## config.mk

```make
export PLATFORM = sky130hd
export DESIGN_NAME = fader_smoothing_deadband_top
export DESIGN_NICKNAME = d
export VERILOG_FILES = /design/src/fsd_pkg.sv /design/src/fsd_front.sv /design/src/fsd_queue.sv /design/src/fsd_back.sv /design/src/fader_smoothing_deadband_top.sv
export SDC_FILE = /design/constraint.sdc
export NUM_CORES = 1
export LEC_CHECK = 0
export BUFFER_PORTS_ARGS = -buffer_cell sky130_fd_sc_hd__buf_2
export CAP_MARGIN = 25
export CORE_MARGIN = 2
export CORE_UTILIZATION = 59
export CTS_BUF_LIST = sky130_fd_sc_hd__clkbuf_4
export CTS_CLUSTER_DIAMETER = 30
export CTS_CLUSTER_SIZE = 10
export DETAILED_ROUTE_END_ITERATION = 10
export PLACE_DENSITY_LB_ADDON = 0.1
export RECOVER_POWER = 50
export SLEW_MARGIN = 10
export SYNTH_ARGS = -nofsm -noshare
export SYNTH_HDL_FRONTEND = slang
export SYNTH_SLANG_ARGS = --single-unit
```

## constraint.sdc

```tcl
create_clock -name aclk -period 8.7 [get_ports aclk]
set_input_delay 1.74 -clock aclk [delete_from_list [all_inputs] [get_ports aclk]]
set_output_delay 1.74 -clock aclk [all_outputs]
set_load 0.03 [all_outputs]
```

## src/fsd_pkg.sv

```systemverilog
// Shared constants and types for the fader smoothing and deadband block.
// No dependencies; imported by every module of the block.
`timescale 1ns / 1ps

package fsd_pkg;

    // Default sizing, handed down from the top level
    localparam int CHANNELS_DEF    = 8;
    localparam int SAMPLE_BITS_DEF = 10;

    // Fixed field widths
    localparam int CH_W       = 3;
    localparam int TIME_W     = 32;
    localparam int POS_W      = 8;
    localparam int INTERVAL_W = 16;
    localparam int DEADBAND_W = 8;

    // Configuration port
    localparam int CFG_IDX_W  = 2;
    localparam int CFG_DATA_W = 16;
    localparam logic [CFG_IDX_W-1:0] REG_READ_INTERVAL = 2'd0;
    localparam logic [CFG_IDX_W-1:0] REG_DEADBAND      = 2'd1;

    // Reset values
    localparam logic [INTERVAL_W-1:0] INTERVAL_RESET = 16'd10;
    localparam logic [DEADBAND_W-1:0] DEADBAND_RESET = 8'd2;
    localparam logic [POS_W-1:0]      POS_RESET      = 8'd255;

    // Queue between front and back
    localparam int QUEUE_DEPTH = 4;
    localparam int QPTR_W      = $clog2(QUEUE_DEPTH);

    // Live configuration seen by the back end
    typedef struct packed {
        logic [INTERVAL_W-1:0] read_interval;
        logic [DEADBAND_W-1:0] deadband;
    } cfg_t;

endpackage

```

## src/fsd_front.sv

```systemverilog
// Front end: accepts input words, drops out-of-range channels, forms the index.
// Depends on fsd_pkg.
`timescale 1ns / 1ps

module fsd_front #(
    parameter int CHANNELS    = fsd_pkg::CHANNELS_DEF,
    parameter int SAMPLE_BITS = fsd_pkg::SAMPLE_BITS_DEF,
    parameter int IDX_W       = 3
) (
    input  logic                         aclk,
    input  logic                         aresetn,
    input  logic                         s_valid,
    output logic                         s_ready,
    input  logic [fsd_pkg::CH_W-1:0]     s_channel,
    input  logic [SAMPLE_BITS-1:0]       s_sample,
    input  logic [fsd_pkg::TIME_W-1:0]   s_time_ms,
    output logic                         q_valid,
    input  logic                         q_ready,
    output logic [IDX_W-1:0]             q_idx,
    output logic [fsd_pkg::CH_W-1:0]     q_channel,
    output logic [SAMPLE_BITS-1:0]       q_sample,
    output logic [fsd_pkg::TIME_W-1:0]   q_time
);
    import fsd_pkg::*;

    localparam int WIDE_W = (IDX_W > CH_W) ? IDX_W : CH_W;

    logic                  valid_reg;
    logic                  keep_reg;
    logic [IDX_W-1:0]      idx_reg;
    logic [CH_W-1:0]       channel_reg;
    logic [SAMPLE_BITS-1:0] sample_reg;
    logic [TIME_W-1:0]     time_reg;
    logic [WIDE_W-1:0]     ch_wide;
    logic                  in_range;
    logic                  take;

    // Classify the incoming channel
    assign ch_wide  = WIDE_W'(s_channel);
    assign in_range = (32'(s_channel) < 32'(CHANNELS));

    // Free the holding stage when empty, dropped, or moving into the queue
    assign s_ready = !valid_reg || !keep_reg || q_ready;
    assign take    = s_valid && s_ready;

    // Hold one word
    always_ff @(posedge aclk) begin
        if (!aresetn) begin
            valid_reg <= 1'b0;
        end else if (s_ready) begin
            valid_reg <= s_valid;
        end
    end

    always_ff @(posedge aclk) begin
        if (take) begin
            keep_reg    <= in_range;
            idx_reg     <= ch_wide[IDX_W-1:0];
            channel_reg <= s_channel;
            sample_reg  <= s_sample;
            time_reg    <= s_time_ms;
        end
    end

    assign q_valid   = valid_reg && keep_reg;
    assign q_idx     = idx_reg;
    assign q_channel = channel_reg;
    assign q_sample  = sample_reg;
    assign q_time    = time_reg;

endmodule

```

## src/fsd_queue.sv

```systemverilog
// Short FIFO that decouples the front end from the back end.
// Depends on fsd_pkg for its depth.
`timescale 1ns / 1ps

module fsd_queue #(
    parameter int DATA_W = 48
) (
    input  logic              aclk,
    input  logic              aresetn,
    input  logic              in_valid,
    output logic              in_ready,
    input  logic [DATA_W-1:0] in_data,
    output logic              out_valid,
    input  logic              out_ready,
    output logic [DATA_W-1:0] out_data
);
    import fsd_pkg::*;

    logic [DATA_W-1:0] mem_reg [QUEUE_DEPTH];
    logic [QPTR_W-1:0] wr_ptr_reg;
    logic [QPTR_W-1:0] rd_ptr_reg;
    logic [QPTR_W:0]   count_reg;
    logic [QPTR_W:0]   count_next;
    logic              push;
    logic              pop;

    assign in_ready  = (count_reg != (QPTR_W+1)'(QUEUE_DEPTH));
    assign out_valid = (count_reg != '0);
    assign push      = in_valid && in_ready;
    assign pop       = out_valid && out_ready;
    assign out_data  = mem_reg[rd_ptr_reg];

    // Track occupancy
    always_comb begin
        count_next = count_reg;
        if (push && !pop) begin
            count_next = count_reg + 1'b1;
        end else if (pop && !push) begin
            count_next = count_reg - 1'b1;
        end
    end

    // Advance pointers
    always_ff @(posedge aclk) begin
        if (!aresetn) begin
            wr_ptr_reg <= '0;
            rd_ptr_reg <= '0;
            count_reg  <= '0;
        end else begin
            count_reg <= count_next;
            if (push) begin
                wr_ptr_reg <= wr_ptr_reg + 1'b1;
            end
            if (pop) begin
                rd_ptr_reg <= rd_ptr_reg + 1'b1;
            end
        end
    end

    // Store words
    always_ff @(posedge aclk) begin
        if (push) begin
            mem_reg[wr_ptr_reg] <= in_data;
        end
    end

endmodule

```

## src/fsd_back.sv

```systemverilog
// Back end: interval check and averaging, position scaling, deadband compare.
// Depends on fsd_pkg; fed by fsd_queue, drives the result register.
`timescale 1ns / 1ps

module fsd_back #(
    parameter int CHANNELS    = fsd_pkg::CHANNELS_DEF,
    parameter int SAMPLE_BITS = fsd_pkg::SAMPLE_BITS_DEF,
    parameter int IDX_W       = 3
) (
    input  logic                          aclk,
    input  logic                          aresetn,
    input  fsd_pkg::cfg_t                 cfg,
    input  logic                          in_valid,
    output logic                          in_ready,
    input  logic [IDX_W-1:0]              in_idx,
    input  logic [fsd_pkg::CH_W-1:0]      in_channel,
    input  logic [SAMPLE_BITS-1:0]        in_sample,
    input  logic [fsd_pkg::TIME_W-1:0]    in_time,
    output logic                          m_valid,
    input  logic                          m_ready,
    output logic [fsd_pkg::CH_W-1:0]      m_out_channel,
    output logic [fsd_pkg::POS_W-1:0]     m_position
);
    import fsd_pkg::*;

    localparam int N = SAMPLE_BITS;
    localparam logic [N:0] SAMPLE_MAX = {1'b0, {N{1'b1}}};

    // Per-channel state
    logic [TIME_W-1:0] last_time_reg  [CHANNELS];
    logic [N-1:0]      smooth_reg     [CHANNELS];
    logic              smooth_ok_reg  [CHANNELS];
    logic [POS_W-1:0]  last_pos_reg   [CHANNELS];

    // Pipeline registers
    logic              b_valid_reg;
    logic [IDX_W-1:0]  b_idx_reg;
    logic [CH_W-1:0]   b_channel_reg;
    logic [N-1:0]      b_value_reg;
    logic              c_valid_reg;
    logic [IDX_W-1:0]  c_idx_reg;
    logic [CH_W-1:0]   c_channel_reg;
    logic [POS_W-1:0]  c_pos_reg;
    logic              m_valid_reg;
    logic [CH_W-1:0]   m_channel_reg;
    logic [POS_W-1:0]  m_pos_reg;

    logic              adv;
    logic [TIME_W-1:0] elapsed;
    logic              due;
    logic              hit;
    logic [N+1:0]      avg_sum;
    logic [N-1:0]      value_next;
    logic [N+7:0]      prod;
    logic [POS_W-1:0]  quot;
    logic [N:0]        rem;
    logic [POS_W-1:0]  pos_next;
    logic [POS_W-1:0]  last_pos;
    logic [POS_W-1:0]  diff;
    logic              emit;

    // Whole back end moves unless a result is stuck at the output
    assign adv      = !m_valid_reg || m_ready;
    assign in_ready = adv;

    // Stage A: interval check and moving average
    assign elapsed = in_time - last_time_reg[in_idx];
    assign due     = (elapsed[TIME_W-1:INTERVAL_W] != '0)
                   || (elapsed[INTERVAL_W-1:0] >= cfg.read_interval);
    assign hit     = in_valid && adv && due;
    assign avg_sum = {1'b0, smooth_reg[in_idx], 1'b0} + {2'b00, smooth_reg[in_idx]}
                   + {2'b00, in_sample};
    assign value_next = smooth_ok_reg[in_idx] ? avg_sum[N+1:2] : in_sample;

    // Stage B: scale to 0..255 as v*255 / (2^N - 1), one correction step
    assign prod = {b_value_reg, 8'd0} - (N+8)'(b_value_reg);
    assign quot = prod[N+7:N];
    assign rem  = {1'b0, prod[N-1:0]} + (N+1)'(quot);
    assign pos_next = (rem >= SAMPLE_MAX) ? quot + 1'b1 : quot;

    // Stage C: deadband against the last sent position
    assign last_pos = last_pos_reg[c_idx_reg];
    assign diff     = (c_pos_reg >= last_pos) ? c_pos_reg - last_pos : last_pos - c_pos_reg;
    assign emit     = c_valid_reg && (diff > cfg.deadband);

    // Control state and reset-valued state
    always_ff @(posedge aclk) begin
        if (!aresetn) begin
            b_valid_reg <= 1'b0;
            c_valid_reg <= 1'b0;
            m_valid_reg <= 1'b0;
            for (int k = 0; k < CHANNELS; k++) begin
                last_time_reg[k] <= '0;
                smooth_ok_reg[k] <= 1'b0;
                last_pos_reg[k]  <= POS_RESET;
            end
        end else if (adv) begin
            b_valid_reg <= hit;
            c_valid_reg <= b_valid_reg;
            m_valid_reg <= emit;
            if (hit) begin
                last_time_reg[in_idx] <= in_time;
                smooth_ok_reg[in_idx] <= 1'b1;
            end
            if (emit) begin
                last_pos_reg[c_idx_reg] <= c_pos_reg;
            end
        end
    end

    // Payload registers
    always_ff @(posedge aclk) begin
        if (adv) begin
            if (hit) begin
                smooth_reg[in_idx] <= value_next;
            end
            b_idx_reg     <= in_idx;
            b_channel_reg <= in_channel;
            b_value_reg   <= value_next;
            c_idx_reg     <= b_idx_reg;
            c_channel_reg <= b_channel_reg;
            c_pos_reg     <= pos_next;
            if (emit) begin
                m_channel_reg <= c_channel_reg;
                m_pos_reg     <= c_pos_reg;
            end
        end
    end

    assign m_valid       = m_valid_reg;
    assign m_out_channel = m_channel_reg;
    assign m_position    = m_pos_reg;

endmodule

```

## src/fader_smoothing_deadband_top.sv

```systemverilog
// A word passes the front register, a 4-word queue, a 3-stage back end (interval/average,
// scale, deadband). Throughput: one input word per cycle while results are taken; a held
// result stalls the back end and, once the queue fills, the front. Per-channel state updates
// within its stage, so words of one channel follow back to back. Reset (aresetn,
// synchronous, active low) clears channel times and average flags and sets last positions
// to 255, read interval to 10 and deadband to 2; words are taken once reset ends.
`timescale 1ns / 1ps

module fader_smoothing_deadband_top #(
    parameter int CHANNELS    = fsd_pkg::CHANNELS_DEF,
    parameter int SAMPLE_BITS = fsd_pkg::SAMPLE_BITS_DEF
) (
    input  logic                            aclk,
    input  logic                            aresetn,
    input  logic                            s_valid,
    output logic                            s_ready,
    input  logic [fsd_pkg::CH_W-1:0]        s_channel,
    input  logic [SAMPLE_BITS-1:0]          s_sample,
    input  logic [fsd_pkg::TIME_W-1:0]      s_time_ms,
    output logic                            m_valid,
    input  logic                            m_ready,
    output logic [fsd_pkg::CH_W-1:0]        m_out_channel,
    output logic [fsd_pkg::POS_W-1:0]       m_position,
    input  logic                            cfg_valid,
    output logic                            cfg_ready,
    input  logic [fsd_pkg::CFG_IDX_W-1:0]   cfg_index,
    input  logic [fsd_pkg::CFG_DATA_W-1:0]  cfg_data
);
    import fsd_pkg::*;

    localparam int IDX_W  = (CHANNELS > 1) ? $clog2(CHANNELS) : 1;
    localparam int DATA_W = IDX_W + CH_W + SAMPLE_BITS + TIME_W;

    cfg_t              cfg_reg;
    logic              f_valid;
    logic              f_ready;
    logic [IDX_W-1:0]  f_idx;
    logic [CH_W-1:0]   f_channel;
    logic [SAMPLE_BITS-1:0] f_sample;
    logic [TIME_W-1:0] f_time;
    logic [DATA_W-1:0] q_in_data;
    logic [DATA_W-1:0] q_out_data;
    logic              q_valid;
    logic              q_ready;
    logic [IDX_W-1:0]  b_idx;
    logic [CH_W-1:0]   b_channel;
    logic [SAMPLE_BITS-1:0] b_sample;
    logic [TIME_W-1:0] b_time;

    // Configuration registers
    assign cfg_ready = 1'b1;

    always_ff @(posedge aclk) begin
        if (!aresetn) begin
            cfg_reg.read_interval <= INTERVAL_RESET;
            cfg_reg.deadband      <= DEADBAND_RESET;
        end else if (cfg_valid) begin
            unique case (cfg_index)
                REG_READ_INTERVAL: cfg_reg.read_interval <= cfg_data[INTERVAL_W-1:0];
                REG_DEADBAND:      cfg_reg.deadband      <= cfg_data[DEADBAND_W-1:0];
                default: ;
            endcase
        end
    end

    fsd_front #(
        .CHANNELS    (CHANNELS),
        .SAMPLE_BITS (SAMPLE_BITS),
        .IDX_W       (IDX_W)
    ) u_front (
        .aclk      (aclk),
        .aresetn   (aresetn),
        .s_valid   (s_valid),
        .s_ready   (s_ready),
        .s_channel (s_channel),
        .s_sample  (s_sample),
        .s_time_ms (s_time_ms),
        .q_valid   (f_valid),
        .q_ready   (f_ready),
        .q_idx     (f_idx),
        .q_channel (f_channel),
        .q_sample  (f_sample),
        .q_time    (f_time)
    );

    // Pack and unpack the queue word
    assign q_in_data = {f_idx, f_channel, f_sample, f_time};
    assign {b_idx, b_channel, b_sample, b_time} = q_out_data;

    fsd_queue #(
        .DATA_W (DATA_W)
    ) u_queue (
        .aclk      (aclk),
        .aresetn   (aresetn),
        .in_valid  (f_valid),
        .in_ready  (f_ready),
        .in_data   (q_in_data),
        .out_valid (q_valid),
        .out_ready (q_ready),
        .out_data  (q_out_data)
    );

    fsd_back #(
        .CHANNELS    (CHANNELS),
        .SAMPLE_BITS (SAMPLE_BITS),
        .IDX_W       (IDX_W)
    ) u_back (
        .aclk          (aclk),
        .aresetn       (aresetn),
        .cfg           (cfg_reg),
        .in_valid      (q_valid),
        .in_ready      (q_ready),
        .in_idx        (b_idx),
        .in_channel    (b_channel),
        .in_sample     (b_sample),
        .in_time       (b_time),
        .m_valid       (m_valid),
        .m_ready       (m_ready),
        .m_out_channel (m_out_channel),
        .m_position    (m_position)
    );

endmodule
```

==> results_dict.tcl <==
set metrics [dict create \
    clockBufferDepth 3 \
    grt_pass1_wl_mm 125 \
    synth_fa_ha_area_frac 0.0464 \
    cp_max_fo 83 \
    powerDensity_nw_per_um2 432 \
    area_delta_synth_final_pct 10.2 \
    hold_buffers 0 \
    synth_edf_count 660 \
    synth_warnings 0 \
    critPathSlowestCell "or4b_1" \
    rrSetupSlack_ns 0.55 \
    synth_xor_area_frac 0.0179 \
    violations "max-capacitance violations, max-slew violations" \
    synthMuxAreaShare 0.0538 \
    critPathMaxStageDelay_ns 0.56 \
    die_w_um 238 \
    h-tree-depth 3 \
    grt_max_degree 84 \
    cts_sinks 708 \
    finalCriticalPeriod_ns 8.15 \
    whs_path_depth 2 \
    ioPinCount 82 \
    grt_pass1_vias 21000 \
    synth_top_family_by_area "simple AND/OR/NAND/NOR gates" \
    syn-cell-area_um2 32300 \
    final_cell_mix "660 x edfxtp_1, 276 x nor3_1, 163 x nand2_1, 136 x clkbuf_4, 98 x a22oi_1" \
    grt_antenna_before_repair 2 \
    final.setup.tns_ns 0 \
    min_path_type "flop to flop" \
    slew_violations 311 \
    viasPerCell 6.46 \
    reg2reg_depth 28 \
    dieArea_um2 56700 \
    drc 0 \
    clk_transition_reported_paths_ns 0.09 \
    setup_viol 0 \
    criticalPathCategory "flop to flop" \
    synthSimpleGateAreaFrac 0.111 \
    cp-start-kind "flop" \
    synthFlopType "edfxtp_1" \
    ys_seq_area_frac 0.642 \
    drv_cap 8 \
    cts_tree "built" \
    synth_compound_area_frac 0.0950 \
    synth.distinct_cells 73 \
    clkLatencyLatePin_ns 0.99 \
    wl_per_cell_um 25.0 \
    ys_ff_latch 708 \
    rows 85 \
    synth_cells 2370 \
    p_leak_uw 0.0120 \
    synth_top_area_frac 0.613 \
    max_slew.worst_pin.slew_ns 2.89 \
    drt-initial-drc-count 2130 \
    timing.final.hold_violations 0 \
    final_common_cell "edfxtp_1" \
    rsz0062_at_grt "no" \
    cts_made_buffers 116 \
    crit_top_cell "buf_12" \
    fin_skew_ns 0.107 \
    gp_congestion 0.904 \
    holdWs_ns 0.448 \
    grt_use_total 0.295 \
    place_area_um2 33800 \
    crit_required_ns 9.36 \
    maxSlewHeadroom -0.929 \
    finalInstanceArea_um2 35600 \
    vias 21400 \
    cts_resized 0 \
    arrival_ns 8.81 \
    initial_utilization 0.599 \
    nets 2687 \
    grt_overflow 0 \
    syn_nets 2549 \
    antenna_left 0 \
    syn_avg_cell_area_um2 13.6 \
    netlist_top_cells_area "edfxtp_1 61%, nor3_1 4.3%, mux4_2 4.2%" \
    fin_crit_sh 0.937 \
    port_buffers 80 \
    fmax_ghz 0.123 \
    synth-async-reset-ratio 0 \
    status "finished, violations left" \
    firstDrtPassIters 6 \
    cts_root_buffer "clkbuf_4" \
    fp.dieH_um 238 \
    core_um2 54000 \
    fill_cells 3981 \
    final.setup.worst_slack_ns 0.547 \
    routed_wl_mm 82.8 \
    cp-end-kind "flop" \
    largest_reg_flops 256 \
    dp_slack_ns 0.649 \
    vdd_drop_max_uv 229 \
    drive_gt1_frac 0.168 \
    cts_setup_buffers 0 \
    dp_hpwl_mm 55.0 \
    synth_top_area_cell "edfxtp_1" \
]
-- critical path, delay by kind of cell, from the launching register on --
kind                     cells  cell delay, ns
AO/OA/AOI/OAI               12            2.71
XOR/XNOR                     1            0.19
adder cells (fa/ha/maj)      2            0.51
buffers and inverters        5            1.46
flip-flops                   1            0.45
multiplexers                 1            0.24
AND/OR/NAND/NOR              7            2.19
-- power by group --
group | internal, µW | switching, µW | leakage [µW]
clock | 1310 | 1280 | 0.00106
combinational | 2760 | 5040 | 0.00425
sequential | 4730 | 300 | 0.00665
total | 8800 | 6620 | 0.0120
-- logic make-up (layout without fill, tap and decap cells) --
| group | Yosys count | count (layout) |
|---|---|---|
| other | 1 | 6 |
| AND/OR/NAND/NOR | 716 | 716 |
| flip-flops | 708 | 708 |
| XOR/XNOR | 66 | 66 |
| buffers and inverters | 238 | 474 |
| AO/OA/AOI/OAI | 433 | 433 |
| multiplexers | 97 | 97 |
| adder cells (fa/ha/maj) | 111 | 111 |
-- worst paths after layout --
check	start	to
max	flop	u_back.last_time_reg[7][7]
min	u_back.b_valid_reg	u_back.c_valid_reg
max reg2reg	flop	u_back.last_time_reg[7][7]
min reg2reg	u_back.b_valid_reg	u_back.c_valid_reg
-- cells in the mapped netlist, types with 18 or more instances --
master and instances:
a221oi_1 28, a22o_1 26, a22oi_1 98, nand2b_1 52
inv_1 78, xnor2_1 47, clkbuf_1 111, and3_1 34
xor2_1 19, mux4_2 61, nor2_1 66, edfxtp_1 660
a21oi_1 68, mux2i_1 30, o21ai_0 50, ha_1 96
nand4_1 22, nor3_1 278, buf_6 20, nand3_1 22
nand2_1 163, a21o_1 18, dfxtp_1 48
-- final cells by class --
class / instances / area (µm²) / area share
Clock buffer: 136 / 1020 / 0.0286
Clock inverter: 80 / 906 / 0.0254
Inverter: 81 / 304 / 0.00853
Antenna cell: 5 / 12.5 / 0.000351
Sequential cell: 708 / 20800 / 0.583
Tap cell: 696 / 871 / 0.0244
Multi-Input combinational cell: 1424 / 10700 / 0.299
Timing Repair Buffer: 177 / 1080 / 0.0304
-- through the flow --
stage | total power, µW | std cells | util
6_report | 15400 | 3307 | 0.660
5_1_grt | 16300 | 3307 | 0.660
4_1_cts | 15400 | 3300 | 0.662
3_5_place_dp | 12800 | 3084 | 0.626
3_3_place_gp | 12600 | 3078 | 0.625
2_1_floorplan | 10200 | 2370 | -
-- routing by layer --
layer / wire, µm / track usage
met2: 38400 / 0.464
met4: 1730 / 0.0750
met5: 0 / 0
met1: 33300 / 0.405
met3: 9270 / 0.0895
Power figures use the tool's default switching activity.
